File: config.mk
export PLATFORM = sky130hd
export DESIGN_NAME = modular_arith_unit_flat
export DESIGN_NICKNAME = d
export VERILOG_FILES = /design/src/hw/rtl/mau_pkg.sv /design/src/hw/rtl/mau_if.sv /design/src/hw/rtl/mau_mulmod.sv /design/src/hw/rtl/modular_arith_unit.sv /design/src/flat_wrapper.sv
export VERILOG_INCLUDE_DIRS = /design/src /design/src/hw/rtl
export SDC_FILE = /design/constraint.sdc
export NUM_CORES = 2
export LEC_CHECK = 0
export ABC_AREA = 1
export BUFFER_PORTS_ARGS = -buffer_cell sky130_fd_sc_hd__clkbuf_2
export CORE_AREA = 3 3 558 560
export CTS_CLUSTER_DIAMETER = 100
export DETAILED_ROUTE_END_ITERATION = 16
export DIE_AREA = 0 0 561 563
export HOLD_SLACK_MARGIN = 0.15
export PLACE_DENSITY_LB_ADDON = 0.08
export SKIP_CTS_REPAIR_TIMING = 1
export SLEW_MARGIN = 10
export SYNTH_ARGS = -nofsm -noshare
export SYNTH_HDL_FRONTEND = slang
export SYNTH_SLANG_ARGS = --single-unit
export TNS_END_PERCENT = 50
File: constraint.sdc
create_clock -name i_clk -period 17.9 [get_ports i_clk]
set_clock_uncertainty 0.2 [all_clocks]
set_input_delay 3.58 -clock i_clk [delete_from_list [all_inputs] [get_ports i_clk]]
set_output_delay 3.58 -clock i_clk [all_outputs]
set_load 0.01 [all_outputs]
File: src/hw/rtl/modular_arith_unit_macros.svh
// assertion macros shared by the modular arithmetic unit rtl
// no dependencies; included by files that carry concurrent checks
`ifndef MODULAR_ARITH_UNIT_MACROS_SVH
`define MODULAR_ARITH_UNIT_MACROS_SVH

// implication checked in the same cycle
`define MAU_ASSERT_NOW(label, clk, rst_n, ante, cons, msg) \
    label: assert property (@(posedge clk) disable iff (!(rst_n)) (ante) |-> (cons)) \
        else $error(msg);

// implication checked in the next cycle
`define MAU_ASSERT_NEXT(label, clk, rst_n, ante, cons, msg) \
    label: assert property (@(posedge clk) disable iff (!(rst_n)) (ante) |=> (cons)) \
        else $error(msg);

`endif

File: src/hw/rtl/mau_pkg.sv
// types and constants of the modular arithmetic unit
// no dependencies; used by the interfaces and all modules
package mau_pkg;

    typedef logic [2:0]  t_cmd;
    typedef logic [29:0] t_res;

    localparam t_cmd CMD_ADD = 3'd0;
    localparam t_cmd CMD_SUB = 3'd1;
    localparam t_cmd CMD_MUL = 3'd2;
    localparam t_cmd CMD_POW = 3'd3;
    localparam t_cmd CMD_INV = 3'd4;
    localparam t_cmd CMD_DIV = 3'd5;

    localparam t_res        P_MOD      = 30'd1000000007;
    localparam logic [31:0] P_MOD_X2   = 32'd2000000014;
    localparam logic [31:0] P_MOD_X3   = 32'd3000000021;
    localparam t_res        FERMAT_EXP = 30'd1000000005;
    // floor(2^60 / p)
    localparam logic [30:0] BARRETT_M  = 31'd1152921496;

    typedef struct packed {
        logic valid;
        logic tag;
    } t_mul_ctl;

endpackage

File: src/hw/rtl/mau_if.sv
// request and response channel interfaces of the modular arithmetic unit
// depends on mau_pkg
interface mau_req_if
    import mau_pkg::*;
();
    logic        valid;
    logic        ready;
    t_cmd        command;
    logic [29:0] operand_a;
    logic [29:0] operand_b;

    modport source (output valid, output command, output operand_a, output operand_b,
                    input ready);
    modport sink   (input valid, input command, input operand_a, input operand_b,
                    output ready);
endinterface

interface mau_rsp_if
    import mau_pkg::*;
();
    logic valid;
    logic ready;
    t_res result;

    modport source (output valid, output result, input ready);
    modport sink   (input valid, input result, output ready);
endinterface

File: src/hw/rtl/mau_mulmod.sv
// four-stage pipelined modular multiplier mod 1000000007 with barrett reduction
// depends on mau_pkg and modular_arith_unit_macros.svh
`include "modular_arith_unit_macros.svh"

module mau_mulmod
    import mau_pkg::*;
(
    input  logic     i_clk,
    input  logic     i_rst_n,
    input  t_mul_ctl i_ctl,
    input  t_res     i_a,
    input  t_res     i_b,
    output t_mul_ctl o_ctl,
    output t_res     o_res
);

    t_mul_ctl    r_ctl1, r_ctl2, r_ctl3, r_ctl4;
    logic [59:0] r_prod;
    logic [62:0] r_t;
    logic [31:0] r_xl2, r_xl3, r_qpl;
    t_res        r_res;

    logic [59:0] w_prod;
    logic [62:0] w_t;
    logic [30:0] w_q;
    logic [60:0] w_qp;
    logic [31:0] w_diff, w_d1, w_d2;
    t_res        n_res;

    assign w_prod = 60'(i_a) * 60'(i_b);
    assign w_t    = 63'(r_prod[59:28]) * 63'(BARRETT_M);
    assign w_q    = r_t[62:32];
    assign w_qp   = 61'(w_q) * 61'(P_MOD);
    // true remainder is below 3p, so 32 bits of wrap are exact
    assign w_diff = r_xl3 - r_qpl;
    assign w_d1   = w_diff - 32'(P_MOD);
    assign w_d2   = w_diff - P_MOD_X2;

    always_comb begin
        priority if (w_diff >= P_MOD_X2) begin
            n_res = w_d2[29:0];
        end else if (w_diff >= 32'(P_MOD)) begin
            n_res = w_d1[29:0];
        end else begin
            n_res = w_diff[29:0];
        end
    end

    always_ff @(posedge i_clk) begin
        if (!i_rst_n) begin
            r_ctl1 <= '0;
            r_ctl2 <= '0;
            r_ctl3 <= '0;
            r_ctl4 <= '0;
        end else begin
            r_ctl1 <= i_ctl;
            r_ctl2 <= r_ctl1;
            r_ctl3 <= r_ctl2;
            r_ctl4 <= r_ctl3;
        end
    end

    always_ff @(posedge i_clk) begin
        r_prod <= w_prod;
        r_t    <= w_t;
        r_xl2  <= r_prod[31:0];
        r_xl3  <= r_xl2;
        r_qpl  <= w_qp[31:0];
        r_res  <= n_res;
    end

    assign o_ctl = r_ctl4;
    assign o_res = r_res;

    `MAU_ASSERT_NOW(a_rem_range, i_clk, i_rst_n, r_ctl3.valid, w_diff < P_MOD_X3,
        "barrett remainder not below 3p")
    `MAU_ASSERT_NOW(a_res_range, i_clk, i_rst_n, r_ctl4.valid, r_res < P_MOD,
        "multiplier result not reduced")

endmodule

File: src/hw/rtl/modular_arith_unit.sv
// Modular arithmetic unit over the prime 1000000007: one request in, one result out.
// Add and subtract are computed combinationally when the request is taken. Multiply runs
// through the shared 4-stage modular multiplier. Power walks the exponent bits up to the
// highest set bit (at least one bit): square-and-multiply issues two products per
// bit into the multiplier and waits for both. Inverse raises to p-2 (30 bits of p-2) and
// divide multiplies by the divisor's inverse. The unit takes a new request only when the
// previous result has been handed to the output register.
// depends on mau_pkg, mau_if, mau_mulmod and modular_arith_unit_macros.svh
`include "modular_arith_unit_macros.svh"

module modular_arith_unit
    import mau_pkg::*;
(
    input  logic      i_clk,
    input  logic      i_rst_n,
    mau_req_if.sink   i_req,
    mau_rsp_if.source o_rsp
);

    localparam logic [2:0] S_IDLE  = 3'd0;
    localparam logic [2:0] S_SQA   = 3'd1;
    localparam logic [2:0] S_SQB   = 3'd2;
    localparam logic [2:0] S_WAIT  = 3'd3;
    localparam logic [2:0] S_FINAL = 3'd4;
    localparam logic [2:0] S_FWAIT = 3'd5;
    localparam logic [2:0] S_DONE  = 3'd6;

    logic [2:0] r_state, n_state;
    t_cmd       r_cmd, n_cmd;
    t_res       r_acc, n_acc;
    t_res       r_sq, n_sq;
    t_res       r_exp, n_exp;
    t_res       r_opa, n_opa;
    logic       r_out_valid, n_out_valid;
    t_res       r_out_res, n_out_res;

    t_res        w_a, w_b;
    logic [30:0] w_sum, w_sum_red, w_sub_wrap;
    t_res        w_add, w_sub;
    logic        w_accept;

    t_mul_ctl w_mul_in_ctl, w_mul_out_ctl;
    t_res     w_mul_a, w_mul_b, w_mul_res;

    // operands are below 2p, one conditional subtract reduces them
    assign w_a = (i_req.operand_a >= P_MOD) ? i_req.operand_a - P_MOD : i_req.operand_a;
    assign w_b = (i_req.operand_b >= P_MOD) ? i_req.operand_b - P_MOD : i_req.operand_b;

    assign w_sum      = 31'(w_a) + 31'(w_b);
    assign w_sum_red  = w_sum - 31'(P_MOD);
    assign w_add      = (w_sum >= 31'(P_MOD)) ? w_sum_red[29:0] : w_sum[29:0];
    assign w_sub_wrap = 31'(w_a) + 31'(P_MOD) - 31'(w_b);
    assign w_sub      = (w_a >= w_b) ? w_a - w_b : w_sub_wrap[29:0];

    assign i_req.ready = (r_state == S_IDLE);
    assign w_accept    = i_req.valid && i_req.ready;

    // multiplier issue: acc*sq, then sq*sq, or the closing acc*opa
    always_comb begin
        w_mul_in_ctl.valid = (r_state == S_SQA) || (r_state == S_SQB) || (r_state == S_FINAL);
        w_mul_in_ctl.tag   = (r_state == S_SQB);
        w_mul_a            = (r_state == S_SQB) ? r_sq : r_acc;
        w_mul_b            = (r_state == S_FINAL) ? r_opa : r_sq;
    end

    mau_mulmod u_mulmod (
        .i_clk   (i_clk),
        .i_rst_n (i_rst_n),
        .i_ctl   (w_mul_in_ctl),
        .i_a     (w_mul_a),
        .i_b     (w_mul_b),
        .o_ctl   (w_mul_out_ctl),
        .o_res   (w_mul_res)
    );

    always_comb begin
        n_state     = r_state;
        n_cmd       = r_cmd;
        n_acc       = r_acc;
        n_sq        = r_sq;
        n_exp       = r_exp;
        n_opa       = r_opa;
        n_out_valid = r_out_valid && !o_rsp.ready;
        n_out_res   = r_out_res;

        unique case (r_state)
            S_IDLE: begin
                if (w_accept) begin
                    n_cmd = i_req.command;
                    n_acc = 30'd1;
                    n_sq  = w_a;
                    n_opa = w_a;
                    n_exp = FERMAT_EXP;
                    unique case (i_req.command)
                        CMD_ADD: begin
                            n_acc   = w_add;
                            n_state = S_DONE;
                        end
                        CMD_SUB: begin
                            n_acc   = w_sub;
                            n_state = S_DONE;
                        end
                        CMD_MUL: begin
                            n_acc   = w_b;
                            n_state = S_FINAL;
                        end
                        CMD_POW: begin
                            n_exp   = i_req.operand_b;
                            n_state = S_SQA;
                        end
                        CMD_INV: begin
                            n_state = S_SQA;
                        end
                        CMD_DIV: begin
                            n_sq    = w_b;
                            n_state = S_SQA;
                        end
                        default: begin
                            n_acc   = '0;
                            n_state = S_DONE;
                        end
                    endcase
                end
            end
            S_SQA: begin
                n_state = S_SQB;
            end
            S_SQB: begin
                n_state = S_WAIT;
            end
            S_WAIT: begin
                if (w_mul_out_ctl.valid && !w_mul_out_ctl.tag && r_exp[0]) begin
                    n_acc = w_mul_res;
                end
                // square comes back last, in the cycle after the accumulate product
                if (w_mul_out_ctl.valid && w_mul_out_ctl.tag) begin
                    n_sq  = w_mul_res;
                    n_exp = r_exp >> 1;
                    if (r_exp[29:1] == '0) begin
                        n_state = (r_cmd == CMD_DIV) ? S_FINAL : S_DONE;
                    end else begin
                        n_state = S_SQA;
                    end
                end
            end
            S_FINAL: begin
                n_state = S_FWAIT;
            end
            S_FWAIT: begin
                if (w_mul_out_ctl.valid) begin
                    n_acc   = w_mul_res;
                    n_state = S_DONE;
                end
            end
            S_DONE: begin
                if (!r_out_valid || o_rsp.ready) begin
                    n_out_valid = 1'b1;
                    n_out_res   = r_acc;
                    n_state     = S_IDLE;
                end
            end
            default: begin
                n_state = S_IDLE;
            end
        endcase
    end

    always_ff @(posedge i_clk) begin
        if (!i_rst_n) begin
            r_state     <= S_IDLE;
            r_out_valid <= 1'b0;
        end else begin
            r_state     <= n_state;
            r_out_valid <= n_out_valid;
        end
    end

    always_ff @(posedge i_clk) begin
        r_cmd     <= n_cmd;
        r_acc     <= n_acc;
        r_sq      <= n_sq;
        r_exp     <= n_exp;
        r_opa     <= n_opa;
        r_out_res <= n_out_res;
    end

    assign o_rsp.valid  = r_out_valid;
    assign o_rsp.result = r_out_res;

    `MAU_ASSERT_NOW(a_out_range, i_clk, i_rst_n, o_rsp.valid, o_rsp.result < P_MOD,
        "result not a residue")
    `MAU_ASSERT_NOW(a_mul_ret_state, i_clk, i_rst_n, w_mul_out_ctl.valid,
        (r_state == S_WAIT) || (r_state == S_FWAIT), "product returned outside a wait state")
    `MAU_ASSERT_NEXT(a_accept_busy, i_clk, i_rst_n, w_accept, r_state != S_IDLE,
        "request accepted but sequencer stayed idle")

endmodule
File: src/flat_wrapper.sv
// flat-port wrapper written by rule: the top's interface ports become plain ports
module modular_arith_unit_flat import mau_pkg::*;
  (i_clk, i_rst_n, i_req_valid, i_req_command, i_req_operand_a, i_req_operand_b, i_req_ready, o_rsp_valid, o_rsp_result, o_rsp_ready);
  mau_req_if i_req_i ();
  mau_rsp_if o_rsp_i ();
  input  logic i_clk;
  input  logic i_rst_n;
  input wire logic [$bits(i_req_i.valid)-1:0] i_req_valid;
  input wire logic [$bits(i_req_i.command)-1:0] i_req_command;
  input wire logic [$bits(i_req_i.operand_a)-1:0] i_req_operand_a;
  input wire logic [$bits(i_req_i.operand_b)-1:0] i_req_operand_b;
  output wire logic [$bits(i_req_i.ready)-1:0] i_req_ready;
  output wire logic [$bits(o_rsp_i.valid)-1:0] o_rsp_valid;
  output wire logic [$bits(o_rsp_i.result)-1:0] o_rsp_result;
  input wire logic [$bits(o_rsp_i.ready)-1:0] o_rsp_ready;
  assign i_req_i.valid = i_req_valid;
  assign i_req_i.command = i_req_command;
  assign i_req_i.operand_a = i_req_operand_a;
  assign i_req_i.operand_b = i_req_operand_b;
  assign i_req_ready = i_req_i.ready;
  assign o_rsp_valid = o_rsp_i.valid;
  assign o_rsp_result = o_rsp_i.result;
  assign o_rsp_i.ready = o_rsp_ready;
  modular_arith_unit u_core (.i_clk(i_clk), .i_rst_n(i_rst_n), .i_req(i_req_i), .o_rsp(o_rsp_i));
endmodule
==> out/results.tsv <==
metric	value	unit
area grow syn2layout	10.4	%
Post-synth EDFFs	153	
overall routing resource usage	0.203	
Final Max Slew Viols	0	
achievable frequency	93.4	MHz
biggest area contributors in the synthesized netlist	sky130_fd_sc_hd__fa_1 33%, sky130_fd_sc_hd__ha_1 15%, sky130_fd_sc_hd__inv_1 11%	
number of max-cap violations	0	
CP max stage delay	0.63	ns
worst endpoint data arrival time	11.00	ns
worst hold endpoint	u_core.u_mulmod.r_xl2[24]	
Chip Width	561	µm
Die Outline Area	316000	µm²
Seq/Total Area, Yosys	0.120	
final routed wirelength across all metal layers	323000	µm
count of yosys warnings during synthesis	0	
clock tree from TritonCTS	built	
total nets after synthesis	11919	
library cell with the largest summed area after synthesis	sky130_fd_sc_hd__fa_1	
beginning of the worst register-to-register path	u_core.r_state[2]	
Main synth FF type	sky130_fd_sc_hd__dfxtp_1	
ratio of routed vias to standard cells	4.56	
final clock period utilization by the worst path	0.598	
clock sinks	382	
Max Buffers Root-to-Sink	3	
fraction of synthesized cell area taken by the top area cell type	0.328	
crit end category	flop	
Inserted Clock Buffers	49	
Yosys reg bits	382	
Setup Crit Path Kind	reg -> reg	
Hold Startpoint	u_core.u_mulmod.r_prod[24]	
share of async-settable or async-resettable flops after synthesis	0	
Pre-antenna DRT Iters	6	
post-CTS clock slew at the launch and capture registers of the worst setup and hold paths	0.07	ns
Setup TNS	0	ns
number of top-level pins	99	
cell mode on critical path	sky130_fd_sc_hd__fa_1	
final-stage net count	12024	
number of global-route vias before repair	67454	
post-route minimum period	10.70	ns
wire length of the first global-routing pass	474000	µm
Detail Route Antenna Nets	0	
vertical die dimension	563	µm
area of the placeable core	306000	µm²
largest net degree at the start of global routing	62	
outcome	complete, no violations	
initial antenna violation count	19	
count of final setup violators	0	
critical path data required time	18.19	ns
unrepaired setup endpoints after global routing	no	
Hold Path Cell Cnt	0	
share of layout cells above drive strength 1	0.0419	
Register-to-Register Path Depth	31	
clock tree root driver cell	sky130_fd_sc_hd__clkbuf_16	
largest fanout on the critical path	48	
number of vias after detailed routing	63566	
critical path startpoint category	flop	
number of remaining DRC errors	0	
worst-case register-to-register setup slack	7.20	ns
number of DRC violations after detailed-routing iteration 0	4206	
starting density of the core	0.250	
worst relative slew slack	0.145	
RePlAce Congestion	0.906	
actual slew at the worst max-slew pin	1.27	ns
Final Hold Fails	0	
average size of a mapped cell	7.90	µm²
cell area after synthesis	76500	µm²
number of H-tree levels	2	
floorplan row count	203	
reg-to-reg endpoint	u_core.u_mulmod.r_prod[38]	
Synth Instances	9691	
Wirelength per Cell	23.2	µm
Yosys cell types	57	
slowest cell on the critical path	sky130_fd_sc_hd__xor2_1	
worst min-delay path class	reg -> reg	
count of input and output buffers	98	
detailed placer's ending HPWL	275000	µm
aggregate global routing overflow	0	
clock latency at the later pin of the worst-skew pair	0.68	ns
routing by layer:
layer	wire, µm	vias up	global-route usage
met5	13	-	0
met4	6810	2	0.0391
met3	12200	241	0.0162
met2	153000	1309	0.343
met1	151000	32331	0.285
li1	-	29683	-
state kept, by name, summed over array words and instances, names as in the netlist:
name                    flops
u_core.u_mulmod.r_qpl      32
u_core.o_rsp.result        30
u_core.r_sq                30
u_core.u_mulmod.r_xl2      32
u_core.r_state              3
u_core.u_mulmod.r_ctl3      2
u_core.r_opa               30
u_core.u_mulmod.r_xl3      32
u_core.r_exp               30
u_core.u_mulmod.r_ctl1      2
u_core.u_mulmod.o_res      30
u_core.u_mulmod.r_t        31
u_core.u_mulmod.r_ctl2      2
u_core.u_mulmod.r_prod     60
u_core.r_cmd                3
u_core.o_rsp.valid          1
u_core.u_mulmod.o_ctl       2
u_core.r_acc               30
layout make-up:
class                           instances  area (µm²)
Sequential cell                       382        9180
Clock buffer                           54        1280
Antenna cell                            6        15.0
Clock inverter                         37         365
Tap cell                             4100        5130
Timing Repair Buffer                  274        1880
Fill cell                           33930      222000
Inverter                             2264        8500
Multi-Input combinational cell       6825       58100
worst max path at each step:
stage                             from                          to  slack, ns  cells past startpoint
finish               u_core.r_state[2]  u_core.u_mulmod.r_prod[38]       7.20                     31
floorplan           i_req_operand_a[0]            u_core.r_acc[19]       9.23                     38
CTS                  u_core.r_state[2]  u_core.u_mulmod.r_prod[38]       7.15                     31
detailed placement  i_req_operand_a[0]            u_core.r_acc[15]       6.85                     40
global placement    i_req_operand_a[0]            u_core.r_acc[15]       6.91                     37
global route         u_core.r_state[2]  u_core.u_mulmod.r_prod[38]       6.63                     31
cell usage after synthesis, types with 5 or more instances:
cell / n
sky130_fd_sc_hd__inv_1: 2236
sky130_fd_sc_hd__nand2_1: 1908
sky130_fd_sc_hd__fa_1: 1253
sky130_fd_sc_hd__nor2_1: 1003
sky130_fd_sc_hd__ha_1: 908
sky130_fd_sc_hd__a21oi_1: 365
sky130_fd_sc_hd__nand3_1: 365
sky130_fd_sc_hd__o21ai_0: 287
sky130_fd_sc_hd__dfxtp_1: 229
sky130_fd_sc_hd__xor2_1: 224
sky130_fd_sc_hd__clkbuf_1: 172
sky130_fd_sc_hd__edfxtp_1: 153
sky130_fd_sc_hd__xnor2_1: 73
sky130_fd_sc_hd__a31oi_1: 64
sky130_fd_sc_hd__o21ai_1: 59
sky130_fd_sc_hd__nor3_1: 53
sky130_fd_sc_hd__nand4_1: 51
sky130_fd_sc_hd__buf_2: 30
sky130_fd_sc_hd__nor4_1: 28
sky130_fd_sc_hd__o211ai_1: 24
sky130_fd_sc_hd__a21o_1: 21
sky130_fd_sc_hd__clkinv_1: 21
sky130_fd_sc_hd__o21a_1: 19
sky130_fd_sc_hd__o21bai_1: 15
sky130_fd_sc_hd__o31ai_1: 14
sky130_fd_sc_hd__buf_1: 12
sky130_fd_sc_hd__a21boi_0: 11
sky130_fd_sc_hd__and3_1: 9
sky130_fd_sc_hd__nand3b_1: 9
sky130_fd_sc_hd__inv_2: 7
sky130_fd_sc_hd__nand2_2: 7
sky130_fd_sc_hd__o221ai_1: 7
sky130_fd_sc_hd__nor2_2: 5
through the flow:
stage	instance area [µm²]	hold WS (ns)	utilization	worst slack [ns]	instances
CTS	84200	0.126	0.275	7.15	13910
detailed placement	82500	0.113	0.269	6.85	13819
global placement	82500	0.110	0.269	6.91	13819
global route	84400	0.137	0.276	6.63	13937
finish	84400	0.125	0.276	7.20	13942
floorplan	76500	0.110	-	9.23	9691
worst max-delay path: cells and delay by family (launching register included):
kind / cells / cell delay, ns
adder cells (fa/ha/maj): 9 / 4.36
buffers and inverters: 8 / 2.13
AO/OA/AOI/OAI: 8 / 1.90
AND/OR/NAND/NOR: 5 / 0.76
XOR/XNOR: 1 / 0.63
flip-flops: 1 / 0.40
cell families after synthesis:
group,share of synthesized area
and+or+nand+nor,0.181
buffers and inverters,0.123
adders and majority gates,0.476
AOI/OAI and AO/OA,0.0652
DFF,0.120
xor gates and xnor gates,0.0348
cell usage in the layout, fill, tap and decap left out, types with 51 or more instances in the layout:
master                        n
sky130_fd_sc_hd__edfxtp_1   153
sky130_fd_sc_hd__inv_1     2234
sky130_fd_sc_hd__xor2_1     224
sky130_fd_sc_hd__fa_1      1253
sky130_fd_sc_hd__dfxtp_1    229
sky130_fd_sc_hd__nor2_1    1002
sky130_fd_sc_hd__nand3_1    365
sky130_fd_sc_hd__a21oi_1    364
sky130_fd_sc_hd__a31oi_1     64
sky130_fd_sc_hd__o21ai_0    270
sky130_fd_sc_hd__xnor2_1     73
sky130_fd_sc_hd__clkbuf_2    98
sky130_fd_sc_hd__nand2_1   1905
sky130_fd_sc_hd__ha_1       908
sky130_fd_sc_hd__nand4_1     51
sky130_fd_sc_hd__o21ai_1     56
sky130_fd_sc_hd__buf_4      150
Power is not shown: default switching activity piles up to over one toggle a cycle in this logic, so the estimate is an artifact.
